$ cat src/design/rdpe_pkg.sv
// rdpe_pkg: shared types, constants and the parameter encoding function
// for the robot drive packet encoder; no dependencies
`timescale 1ns / 1ps

package rdpe_pkg;

    localparam int unsigned NUM_WORDS = 4;
    localparam logic [9:0]  MAG_LIMIT = 10'd1000;
    localparam logic [1:0]  CHARGE_ON  = 2'd2;
    localparam logic [1:0]  CHARGE_OFF = 2'd1;
    // floor(x / 10) = (x * RECIP_TEN) >> 19 for any 16-bit x
    localparam logic [15:0] RECIP_TEN = 16'hCCCD;

    // classified command held in the queue between front and back
    typedef struct packed {
        logic [2:0]  robot_id;
        logic        prefix;
        logic        error;
        logic        last_robot;
        logic [15:0] word3;
        logic [15:0] word2;
        logic [15:0] word1;
        logic [15:0] word0;
    } rdpe_cmd_t;

    // twelve-bit code of one binary64 parameter: scale at bit 11, sign at
    // bit 10, truncated magnitude below
    function automatic logic [11:0] encode_param(input logic [63:0] bits);
        logic [10:0] expo;
        logic [51:0] frac;
        logic [52:0] mant;
        logic [5:0]  sh;
        logic [51:0] mask;
        logic [13:0] ipart;
        logic        rem_nz;
        logic        rem_ones;
        logic [29:0] prod;
        logic [10:0] quot;
        logic [13:0] tens;
        logic [3:0]  rem10;
        logic [10:0] scaled;
        logic        neg;
        logic        big;
        logic [9:0]  mag;
        begin
            expo = bits[62:52];
            frac = bits[51:0];
            mant = {1'b1, frac};
            // integer part and fraction bits, meaningful for 1 up to 16383
            sh       = 6'(11'd1075 - expo);
            mask     = (52'd1 << sh) - 52'd1;
            ipart    = 14'(mant >> sh);
            rem_nz   = (frac & mask) != 52'd0;
            rem_ones = (frac & mask) == mask;
            // integer part divided by ten with a reciprocal multiply
            prod  = {16'd0, ipart} * {14'd0, RECIP_TEN};
            quot  = prod[29:19];
            tens  = {quot, 3'b000} + {2'b00, quot, 1'b0};
            rem10 = 4'(ipart - tens);
            // the rounded product v*0.1 reaches the next integer only when v
            // is one ulp below a multiple of ten in the upper half of its binade
            scaled = quot + {10'd0, frac[51] & rem_ones & (rem10 == 4'd9)};
            neg = bits[63];
            big = 1'b0;
            mag = 10'd0;
            if (expo == 11'h7FF) begin
                if (frac != 52'd0) begin
                    // nan counts as zero
                    neg = 1'b0;
                end else begin
                    // infinity counts as +/-10000
                    big = 1'b1;
                    mag = MAG_LIMIT;
                end
            end else if (expo < 11'd1023) begin
                // below one: magnitude zero, sign kept except for zero itself
                neg = neg && ((expo != 11'd0) || (frac != 52'd0));
            end else if (expo > 11'd1036) begin
                // 16384 and up always clamps after scaling
                big = 1'b1;
                mag = MAG_LIMIT;
            end else if ((ipart > 14'd1000) || ((ipart == 14'd1000) && rem_nz)) begin
                big = 1'b1;
                mag = (scaled > {1'b0, MAG_LIMIT}) ? MAG_LIMIT : scaled[9:0];
            end else begin
                mag = ipart[9:0];
            end
            encode_param = {big, neg, mag};
        end
    endfunction

endpackage

$ cat src/design/rdpe_front.sv
// rdpe_front: accepts commands, encodes the four words, writes the queue
// depends on rdpe_pkg
`timescale 1ns / 1ps

module rdpe_front (
    input  logic               aclk,
    input  logic               aresetn,
    input  logic               in_valid,
    output logic               in_ready,
    input  logic [2:0]         robot_id,
    input  logic [3:0]         motion_kind,
    input  logic [63:0]        param_a,
    input  logic [63:0]        param_b,
    input  logic [63:0]        param_c,
    input  logic [63:0]        param_d,
    input  logic [7:0]         aux_bits,
    input  logic               charge_enable,
    input  logic               full_packet,
    input  logic               last_robot,
    output logic               q_valid,
    input  logic               q_ready,
    output rdpe_pkg::rdpe_cmd_t q_cmd
);

    rdpe_pkg::rdpe_cmd_t cmd_reg, cmd_next;
    logic                valid_reg;
    logic [1:0]          chg;

    assign in_ready = !valid_reg || q_ready;
    assign q_valid  = valid_reg;
    assign q_cmd    = cmd_reg;

    // classify and encode one beat
    always_comb begin
        chg = charge_enable ? rdpe_pkg::CHARGE_ON : rdpe_pkg::CHARGE_OFF;
        cmd_next.robot_id   = robot_id;
        cmd_next.prefix     = !full_packet;
        cmd_next.error      = aux_bits[7];
        cmd_next.last_robot = last_robot;
        cmd_next.word0 = {motion_kind, rdpe_pkg::encode_param(param_a)};
        cmd_next.word1 = {chg, 2'b00, rdpe_pkg::encode_param(param_b)};
        cmd_next.word2 = {aux_bits[3:0], rdpe_pkg::encode_param(param_c)};
        cmd_next.word3 = {1'b0, aux_bits[6:4], rdpe_pkg::encode_param(param_d)};
    end

    always_ff @(posedge aclk) begin
        if (!aresetn) begin
            valid_reg <= 1'b0;
        end else if (in_ready) begin
            valid_reg <= in_valid;
        end
        if (in_valid && in_ready) begin
            cmd_reg <= cmd_next;
        end
    end

endmodule

$ cat src/design/rdpe_back.sv
// rdpe_back: walks one queued command out as packet bytes
// depends on rdpe_pkg
`timescale 1ns / 1ps

module rdpe_back (
    input  logic               aclk,
    input  logic               aresetn,
    input  logic               q_valid,
    output logic               q_ready,
    input  rdpe_pkg::rdpe_cmd_t q_cmd,
    output logic               out_valid,
    input  logic               out_ready,
    output logic [7:0]         out_byte,
    output logic               last_item,
    output logic               last_pkt,
    output logic               err
);

    localparam logic [3:0] LAST_IDX = 4'(2 * rdpe_pkg::NUM_WORDS);

    rdpe_pkg::rdpe_cmd_t cur_reg;
    logic                busy_reg;
    logic [3:0]          idx_reg;
    logic                fin;
    logic [2:0]          wsel;

    // byte index 0 is the id prefix, 1..8 the words low byte first
    assign wsel = 3'(idx_reg - 4'd1);
    always_comb begin
        case (wsel[2:1])
            2'd0:    out_byte = wsel[0] ? cur_reg.word0[15:8] : cur_reg.word0[7:0];
            2'd1:    out_byte = wsel[0] ? cur_reg.word1[15:8] : cur_reg.word1[7:0];
            2'd2:    out_byte = wsel[0] ? cur_reg.word2[15:8] : cur_reg.word2[7:0];
            default: out_byte = wsel[0] ? cur_reg.word3[15:8] : cur_reg.word3[7:0];
        endcase
        if (cur_reg.error) out_byte = 8'd0;
        else if (idx_reg == 4'd0) out_byte = {5'd0, cur_reg.robot_id};
    end

    assign fin       = cur_reg.error || (idx_reg == LAST_IDX);
    assign out_valid = busy_reg;
    assign last_item = fin;
    assign last_pkt  = fin && cur_reg.last_robot;
    assign err       = cur_reg.error;
    assign q_ready   = !busy_reg || (out_ready && fin);

    always_ff @(posedge aclk) begin
        if (!aresetn) begin
            busy_reg <= 1'b0;
            idx_reg  <= 4'd0;
        end else if (q_ready) begin
            busy_reg <= q_valid;
            idx_reg  <= (q_cmd.prefix || q_cmd.error) ? 4'd0 : 4'd1;
        end else if (out_ready) begin
            idx_reg <= idx_reg + 4'd1;
        end
        if (q_ready && q_valid) begin
            cur_reg <= q_cmd;
        end
    end

    // the error beat is always final
    a_err_fin: assert property (@(posedge aclk) disable iff (!aresetn)
        (busy_reg && cur_reg.error) |-> last_item)
        else $error("error beat not final");
    a_idx_rng: assert property (@(posedge aclk) disable iff (!aresetn)
        busy_reg |-> idx_reg <= LAST_IDX)
        else $error("byte index out of range");
    a_pkt_item: assert property (@(posedge aclk) disable iff (!aresetn)
        last_pkt |-> last_item)
        else $error("packet end without item end");

endmodule

$ cat src/design/robot_drive_packet_encoder.sv
// robot_drive_packet_encoder: top level, front encoder, back byte sender
// depends on rdpe_pkg, rdpe_front, rdpe_back
`timescale 1ns / 1ps

// Takes one robot command per beat and sends its packet one byte per cycle
// while the receiver is ready: an id byte for reduced packets, then four
// 16-bit words low byte first, or a single zero byte with the error flag
// when extra bits exceed 127. The encoder writes a one-entry queue, so the
// next command is taken while the byte sender works; a command's bytes come
// from the byte sender's register once its queue entry has moved into it.
module robot_drive_packet_encoder (
    input  logic         aclk,
    input  logic         aresetn,
    input  logic         s_tvalid,
    output logic         s_tready,
    // robot_id[2:0] motion_kind[6:3] param_a..d[262:7] aux_bits[270:263]
    // charge_enable[271] full_packet[272], zero padded
    input  logic [279:0] s_tdata,
    input  logic         s_tlast,
    output logic         m_tvalid,
    input  logic         m_tready,
    // out_byte[7:0]
    output logic [7:0]   m_tdata,
    // last_of_item[0] error[1]
    output logic [1:0]   m_tuser,
    output logic         m_tlast
);

    logic                q_valid, q_ready;
    rdpe_pkg::rdpe_cmd_t q_cmd;

    rdpe_front u_front (
        .aclk(aclk), .aresetn(aresetn),
        .in_valid(s_tvalid), .in_ready(s_tready),
        .robot_id(s_tdata[2:0]), .motion_kind(s_tdata[6:3]),
        .param_a(s_tdata[70:7]), .param_b(s_tdata[134:71]),
        .param_c(s_tdata[198:135]), .param_d(s_tdata[262:199]),
        .aux_bits(s_tdata[270:263]), .charge_enable(s_tdata[271]),
        .full_packet(s_tdata[272]), .last_robot(s_tlast),
        .q_valid(q_valid), .q_ready(q_ready), .q_cmd(q_cmd)
    );

    rdpe_back u_back (
        .aclk(aclk), .aresetn(aresetn),
        .q_valid(q_valid), .q_ready(q_ready), .q_cmd(q_cmd),
        .out_valid(m_tvalid), .out_ready(m_tready),
        .out_byte(m_tdata), .last_item(m_tuser[0]),
        .last_pkt(m_tlast), .err(m_tuser[1])
    );

endmodule

$ cat config.mk
export PLATFORM = sky130hd
export DESIGN_NAME = robot_drive_packet_encoder
export DESIGN_NICKNAME = d
export VERILOG_FILES = /design/src/design/rdpe_pkg.sv /design/src/design/rdpe_front.sv /design/src/design/rdpe_back.sv /design/src/design/robot_drive_packet_encoder.sv
export SDC_FILE = /design/constraint.sdc
export NUM_CORES = 2
export LEC_CHECK = 0
export BUFFER_PORTS_ARGS = -buffer_cell sky130_fd_sc_hd__buf_2
export CAP_MARGIN = 20
export CORE_MARGIN = 5
export CORE_UTILIZATION = 55
export DETAILED_ROUTE_END_ITERATION = 10
export HOLD_SLACK_MARGIN = 0.15
export PLACE_DENSITY = 0.71
export RECOVER_POWER = 25
export SLEW_MARGIN = 20
export SYNTH_ARGS = -nofsm -noshare
export SYNTH_HDL_FRONTEND = slang
export SYNTH_SLANG_ARGS = --single-unit
$ cat constraint.sdc
create_clock -name aclk -period 22.2 [get_ports aclk]
set_clock_uncertainty 0.05 [all_clocks]
set_input_delay 1.11 -clock aclk [delete_from_list [all_inputs] [get_ports aclk]]
set_output_delay 1.11 -clock aclk [all_outputs]
set_load 0.02 [all_outputs]
=== Word level (Yosys, flattened, before mapping) ===
Cells that the tools add are included.

* Register bits: 139
* Bits in latches: 0
* Bits in writable memories: 0
* ROM bits: 0
* Output and inout bits: 13
* Logic and storage cells: 208
* Memories: 0

* $add $sub $neg: 22
* Multiply operators: 4
* Div/mod/pow operators: 0
* $lt $le $gt $ge: 16
* Equal/unequal tests: 19
* Shift operators: 8
* Multiplexer cells: 67
* Bitwise operators: 12
* Reductions and logical operators: 42

{| class="wikitable"
|+ Operator list
! cell !! count
|-
| $reduce_bool A52 Y1 || 8
|-
| $mux W10 || 24
|-
| $shr A53 B6 Y14 || 4
|-
| $and A52 B52 Y52 || 4
|-
| $eq A52 B52 Y1 || 4
|-
| $shl A1 B6 Y52 const A || 4
|-
| $sub A52 B1 Y52 const B || 4
|-
| $mul A14 B16 Y30 const B || 4
|-
| $eq A14 B10 Y1 const B || 4
|-
| $gt A14 B10 Y1 const B || 4
|-
| $mux W8 || 6
|-
| $add A11 B1 Y11 || 4
|-
| $eq A11 B11 Y1 const B || 4
|-
| $gt A11 B10 Y1 const B || 4
|-
| $gt A11 B11 Y1 const B || 4
|-
| $lt A11 B10 Y1 const B || 4
|-
| $reduce_bool A11 Y1 || 4
|-
| $mux W1 || 33
|-
| $pmux W8 S3 || 1
|-
| $sub A6 B6 Y6 const A || 4
|-
| $eq A4 B4 Y1 const B || 5
|-
| $add A4 B4 Y4 || 4
|-
| $sub A4 B4 Y4 || 4
|-
| $logic_and A1 B1 Y1 || 12
|-
| other kinds (12) || 33
|}

=== Depth between registers and ports, before layout ===
* Depth in word-level cells: 14
* Mapped depth: 60
* Depth with buffers taken out: 53

=== By module ===
From an unflattened synthesis, not the netlist that was laid out.

* Cells, all modules: 5052
* Area total of the unflattened synthesis: 42431.9 um^2

{| class="wikitable"
|+ By module, submodules not included
! module !! times used !! cells an instance !! area each (um^2) !! sequential area each (um^2)
|-
| rdpe_front || 1 || 4834 || 39409.0 || 2031.9
|-
| rdpe_back || 1 || 218 || 3022.9 || 2172.1
|}

=== Worst setup path before layout ===
Ideal clock, no wire load.

* Path kind: in2reg
* Start point: input port s_tdata[125]
* End point: register u_front.cmd_reg (netlist bit u_front.q_cmd[20]) (data pin)
* Library setup time: 170 ps
* Data arrival time: 13734 ps
* Setup slack: 8246 ps
* Cell stages on the path: 56
* Buffers on the path: 10
* Path through: clkbuf_1 -> inv_2 -> clkbuf_1 -> clkbuf_1 -> buf_1 -> ha_1 -> clkbuf_1 -> clkbuf_1 -> buf_1 -> clkbuf_1 -> buf_1 -> clkbuf_1 -> nor2_1 -> a21oi_1 -> o22a_1 -> inv_1 -> ha_1 -> inv_1 -> [... 20 more ...] -> o221ai_1 -> nor4_1 -> o211ai_1 -> a2111oi_0 -> nand4_1 -> nor4_1 -> o2111ai_1 -> nor4b_1 -> ha_1 -> ha_1 -> inv_1 -> nor4_4 -> nand4_2 -> or4_1 -> o2111ai_1 -> o21ai_2 -> or2_1 -> o32ai_2

* Cells in the longest elaborated chain, start to end: 14

{| class="wikitable"
|+ RTL lines
! item !! RTL line !! text
|-
| start: declaration || robot_drive_packet_encoder.sv:18 || <nowiki>input logic [279:0] s_tdata,</nowiki>
|-
| $sub A6 B6 Y6 || rdpe_pkg.sv:50 || <nowiki>sh = 6'(11'd1075 - expo);</nowiki>
|-
| $shr A53 B6 Y14 / $shl A1 B6 Y52 (equally long branches) || rdpe_pkg.sv:52, rdpe_pkg.sv:51 ||
|-
| $mul A14 B16 Y30 / $sub A52 B1 Y52 (equally long branches) || rdpe_pkg.sv:56, rdpe_pkg.sv:51 ||
|-
| $add A4 B4 Y4 / $and A52 B52 Y52 (equally long branches) || rdpe_pkg.sv:58, rdpe_pkg.sv:53, rdpe_pkg.sv:54 ||
|-
| $sub A4 B4 Y4 / $eq A52 B52 Y1 (equally long branches) || rdpe_pkg.sv:59, rdpe_pkg.sv:54 ||
|-
| $eq A4 B4 Y1 / $and A1 B1 Y1 (equally long branches) || rdpe_pkg.sv:62 || <nowiki>scaled = quot + {10'd0, frac[51] & rem_ones & (rem10 == 4'd9)};</nowiki>
|-
| $and A1 B1 Y1 || rdpe_pkg.sv:62 ||
|-
| $add A11 B1 Y11 || rdpe_pkg.sv:62 ||
|-
| $gt A11 B10 Y1 || rdpe_pkg.sv:84 || <nowiki>mag = (scaled > {1'b0, MAG_LIMIT}) ? MAG_LIMIT : scaled[9:0];</nowiki>
|-
| $mux W10 || rdpe_pkg.sv:84 ||
|-
| $mux W10 || rdpe_pkg.sv:82 || <nowiki>end else if ((ipart > 14'd1000) || ((ipart == 14'd1000) && rem_nz)) begin</nowiki>
|-
| $mux W10 || rdpe_pkg.sv:78 || <nowiki>end else if (expo > 11'd1036) begin</nowiki>
|-
| $mux W10 || rdpe_pkg.sv:75 || <nowiki>end else if (expo < 11'd1023) begin</nowiki>
|-
| $mux W10 * || rdpe_pkg.sv:66 || <nowiki>if (expo == 11'h7FF) begin</nowiki>
|-
| end signal: assignment || rdpe_front.sv:53 || <nowiki>cmd_reg <= cmd_next;</nowiki>
|-
| end: declaration || rdpe_front.sv:25 || <nowiki>rdpe_pkg::rdpe_cmd_t cmd_reg, cmd_next;</nowiki>
|}

Every way passes the cells marked *; elsewhere a longest branch is shown, timed or not.
A chain may end at the register's enable or synchronous reset.

=== Worst setup path in the final report ===
Ends and elaborated chain as after synthesis.

==> results.json <==
{
  "die_area_um2": 81750,
  "yosys_warnings": 0,
  "cts_tree": "done",
  "max_stage_delay_ns": 0.65,
  "hp-class": "flop to flop",
  "drive_above_1_share_pct": 14.79,
  "finalMaxSlewViolations": 0,
  "path_common_cell": "inv_1",
  "status": "finished, violations left",
  "start_kind": "input port",
  "hpwl_mm": 120.8,
  "post_cts_resized": 0,
  "reg2reg_slack_ns": 17.83,
  "syn_to_final_growth_pct": 6.547,
  "largest_register_ffs": 67,
  "syn_inst": 5048,
  "ctsHoldBuffers": 0,
  "ys_types": 111,
  "crit_fanout": 62,
  "maxCapViolCount": 0,
  "grt_pass1_wl_mm": 238.0,
  "yosysTopAreaCellShare_pct": 13.81,
  "reg2reg_depth": 8,
  "synth_flop_cell": "edfxtp_1",
  "worst_pin_slew_ns": 1.285,
  "r2r-start": "u_back.idx_reg[0]",
  "final_common_cell": "inv_1",
  "yosys.area_share.xor_xnor_pct": 2.887,
  "yosysTopAreaCell": "ha_1",
  "yosysSeqAreaShare_pct": 9.825,
  "period_share_pct": 71.25,
  "die_w_um": 285.9,
  "synth_area_leaders": "ha_1 (14%), mux4_2 (11%), fa_1 (10%)",
  "htreeDepth": 4,
  "synthAdderAreaFrac_pct": 24.16,
  "wire_per_inst_um": 25.35,
  "synth-seq-cells": 139,
  "crit_slowest_cell": "nor4b_1",
  "synth_top_family_by_area": "adder cells",
  "arrival_ns": 16.01,
  "synth_area_um2": 41870,
  "maxSlewHeadroom_pct": 13.57,
  "finalSetupTns_ns": 0,
  "start_util_pct": 55.31,
  "ant_nets": 0,
  "layout_common_cells": "inv_1 (516), nand2_1 (477), ha_1 (460), nor2_1 (337), a21oi_1 (333)",
  "grt_pass1_vias": 41000,
  "async_flop_share_pct": 0,
  "synth_compound_area_share_pct": 21.26,
  "fin_crit_ns": 15.82,
  "cp_data_required_time_ns": 22.39,
  "synthMuxAreaShare_pct": 16.34,
  "max_freq_ghz": 0.06322,
  "synth_fp_nets": 6011,
  "core_region_area_um2": 75700,
  "setup_viol": 0,
  "min_to": "u_back.cur_reg[32]",
  "vias": 42940,
  "cts_buffer_depth": 2,
  "dieHeight_um": 285.9,
  "cts-root-buf": "clkbuf_16",
  "rows": 101,
  "clk_latency_ns": 0.42,
  "globalRouteOverflowTotal": 0,
  "worst_setup_path_end_kind": "flop",
  "port_buffers": 290,
  "cts.sinks": 139,
  "track_usage_pct": 36.38,
  "wirelength_mm": 155.7,
  "gp_congestion": 1.050,
  "clk_pin_slew_ns": 0.06,
  "critPathKind": "input port to flop",
  "synth_edf_count": 133,
  "synth.avg_cell_area_um2": 8.295,
  "antenna_found_initial": 5,
  "min-delay-start": "u_front.q_cmd[32]",
  "synth_simple_gate_area_share_pct": 17.90,
  "pin_count": 298,
  "drtPass1Iterations": 11,
  "numCtsBuffers": 17,
  "grt_max_degree": 81,
  "violations": "design-rule violations",
  "drc_errors": 5,
  "vias_per_cell": 6.990,
  "rsz0062_at_grt": "no",
  "post_cts.repair.setup_buffers": 0,
  "layout.nets": 6109,
  "drt_iter0_markers": 5469,
  "reg2reg_to": "u_front.q_cmd[45]",
  "min_path_cells": 0,
  "final-hold-violation-count": 0
}
cells by family (layout without fill, tap and decap cells):
| logic type | count (synthesis) | after routing |
|---|---|---|
| and+or+nand+nor | 1534 | 1534 |
| AOI/OAI and AO/OA | 1332 | 1332 |
| buffers and inverters | 814 | 925 |
| adders and majority gates | 679 | 679 |
| muxes | 415 | 415 |
| DFF | 139 | 139 |
| xor gates and xnor gates | 135 | 135 |
| other | 0 | 5 |
per-layer routing:
| layer | global-route usage [%] | wire, um |
|---|---|---|
| met1 | 47.74 | 59660 |
| met2 | 57.52 | 68680 |
| met3 | 8.016 | 17930 |
| met4 | 17.09 | 9447 |
| met5 | 0 | 0 |
worst max-delay path: cells and delay by family:
kind                     cells  cell delay [ns]
adder cells (fa/ha/maj)     11             4.70
AO/OA/AOI/OAI               14             3.73
AND/OR/NAND/NOR             11             3.28
buffers and inverters       12             2.15
multiplexers                 1             0.57
XOR/XNOR                     2             0.38
worst max-delay path by stage:
stage,cells past startpoint,slack [ns],to,start
global route,51,5.66,u_front.q_cmd[20],s_tdata[125]
floorplan,56,8.25,u_front.q_cmd[20],s_tdata[125]
detailed placement,51,6.19,u_front.q_cmd[20],s_tdata[125]
finish,51,6.38,u_front.q_cmd[20],s_tdata[125]
CTS,51,6.58,u_front.q_cmd[20],s_tdata[125]
global placement,51,6.38,u_front.q_cmd[19],s_tdata[125]
stage by stage:
step | area (um2) | util, % | hold slack, ns | worst slack (ns) | std cells
floorplan | 41870 | - | 0.3503 | 8.247 | 5048
global placement | 43980 | 58.10 | 0.3507 | 6.381 | 6102
detailed placement | 44000 | 58.13 | 0.3545 | 6.187 | 6105
CTS | 44600 | 58.92 | 0.3678 | 6.577 | 6137
global route | 44610 | 58.93 | 0.3677 | 5.661 | 6139
finish | 44610 | 58.94 | 0.3637 | 6.383 | 6142
layout make-up:
| type | instances | area, um2 |
|---|---|---|
| Inverter | 528 | 1983 |
| Sequential cell | 139 | 4114 |
| Multi-Input combinational cell | 4095 | 34660 |
| Antenna cell | 5 | 12.51 |
| Clock buffer | 19 | 432.9 |
| Clock inverter | 13 | 165.2 |
| Tap cell | 978 | 1224 |
| Timing Repair Buffer | 365 | 2024 |
| Fill cell | 7005 | 31080 |
synth_stat cells, types with 25 or more instances:
cell / count
a2111oi_0: 26
a211oi_1: 62
a21o_1: 50
a21oi_1: 333
a22oi_1: 30
a31oi_1: 48
and2_1: 58
and3_1: 32
buf_1: 39
buf_2: 51
clkbuf_1: 179
edfxtp_1: 133
fa_1: 216
ha_1: 462
inv_1: 516
mux2_2: 62
mux2i_1: 138
mux4_2: 208
nand2_1: 477
nand2b_1: 57
nand3_1: 135
nand4_1: 71
nor2_1: 337
nor2b_1: 40
nor3_1: 90
nor4_1: 95
o2111ai_1: 26
o211ai_1: 49
o21a_1: 25
o21ai_0: 269
o221ai_1: 33
o22ai_1: 54
or2_2: 29
or3_1: 29
xnor2_1: 95
xor2_1: 38
Power is not shown: default switching activity piles up to over one toggle a cycle in this logic, so the estimate is an artifact.
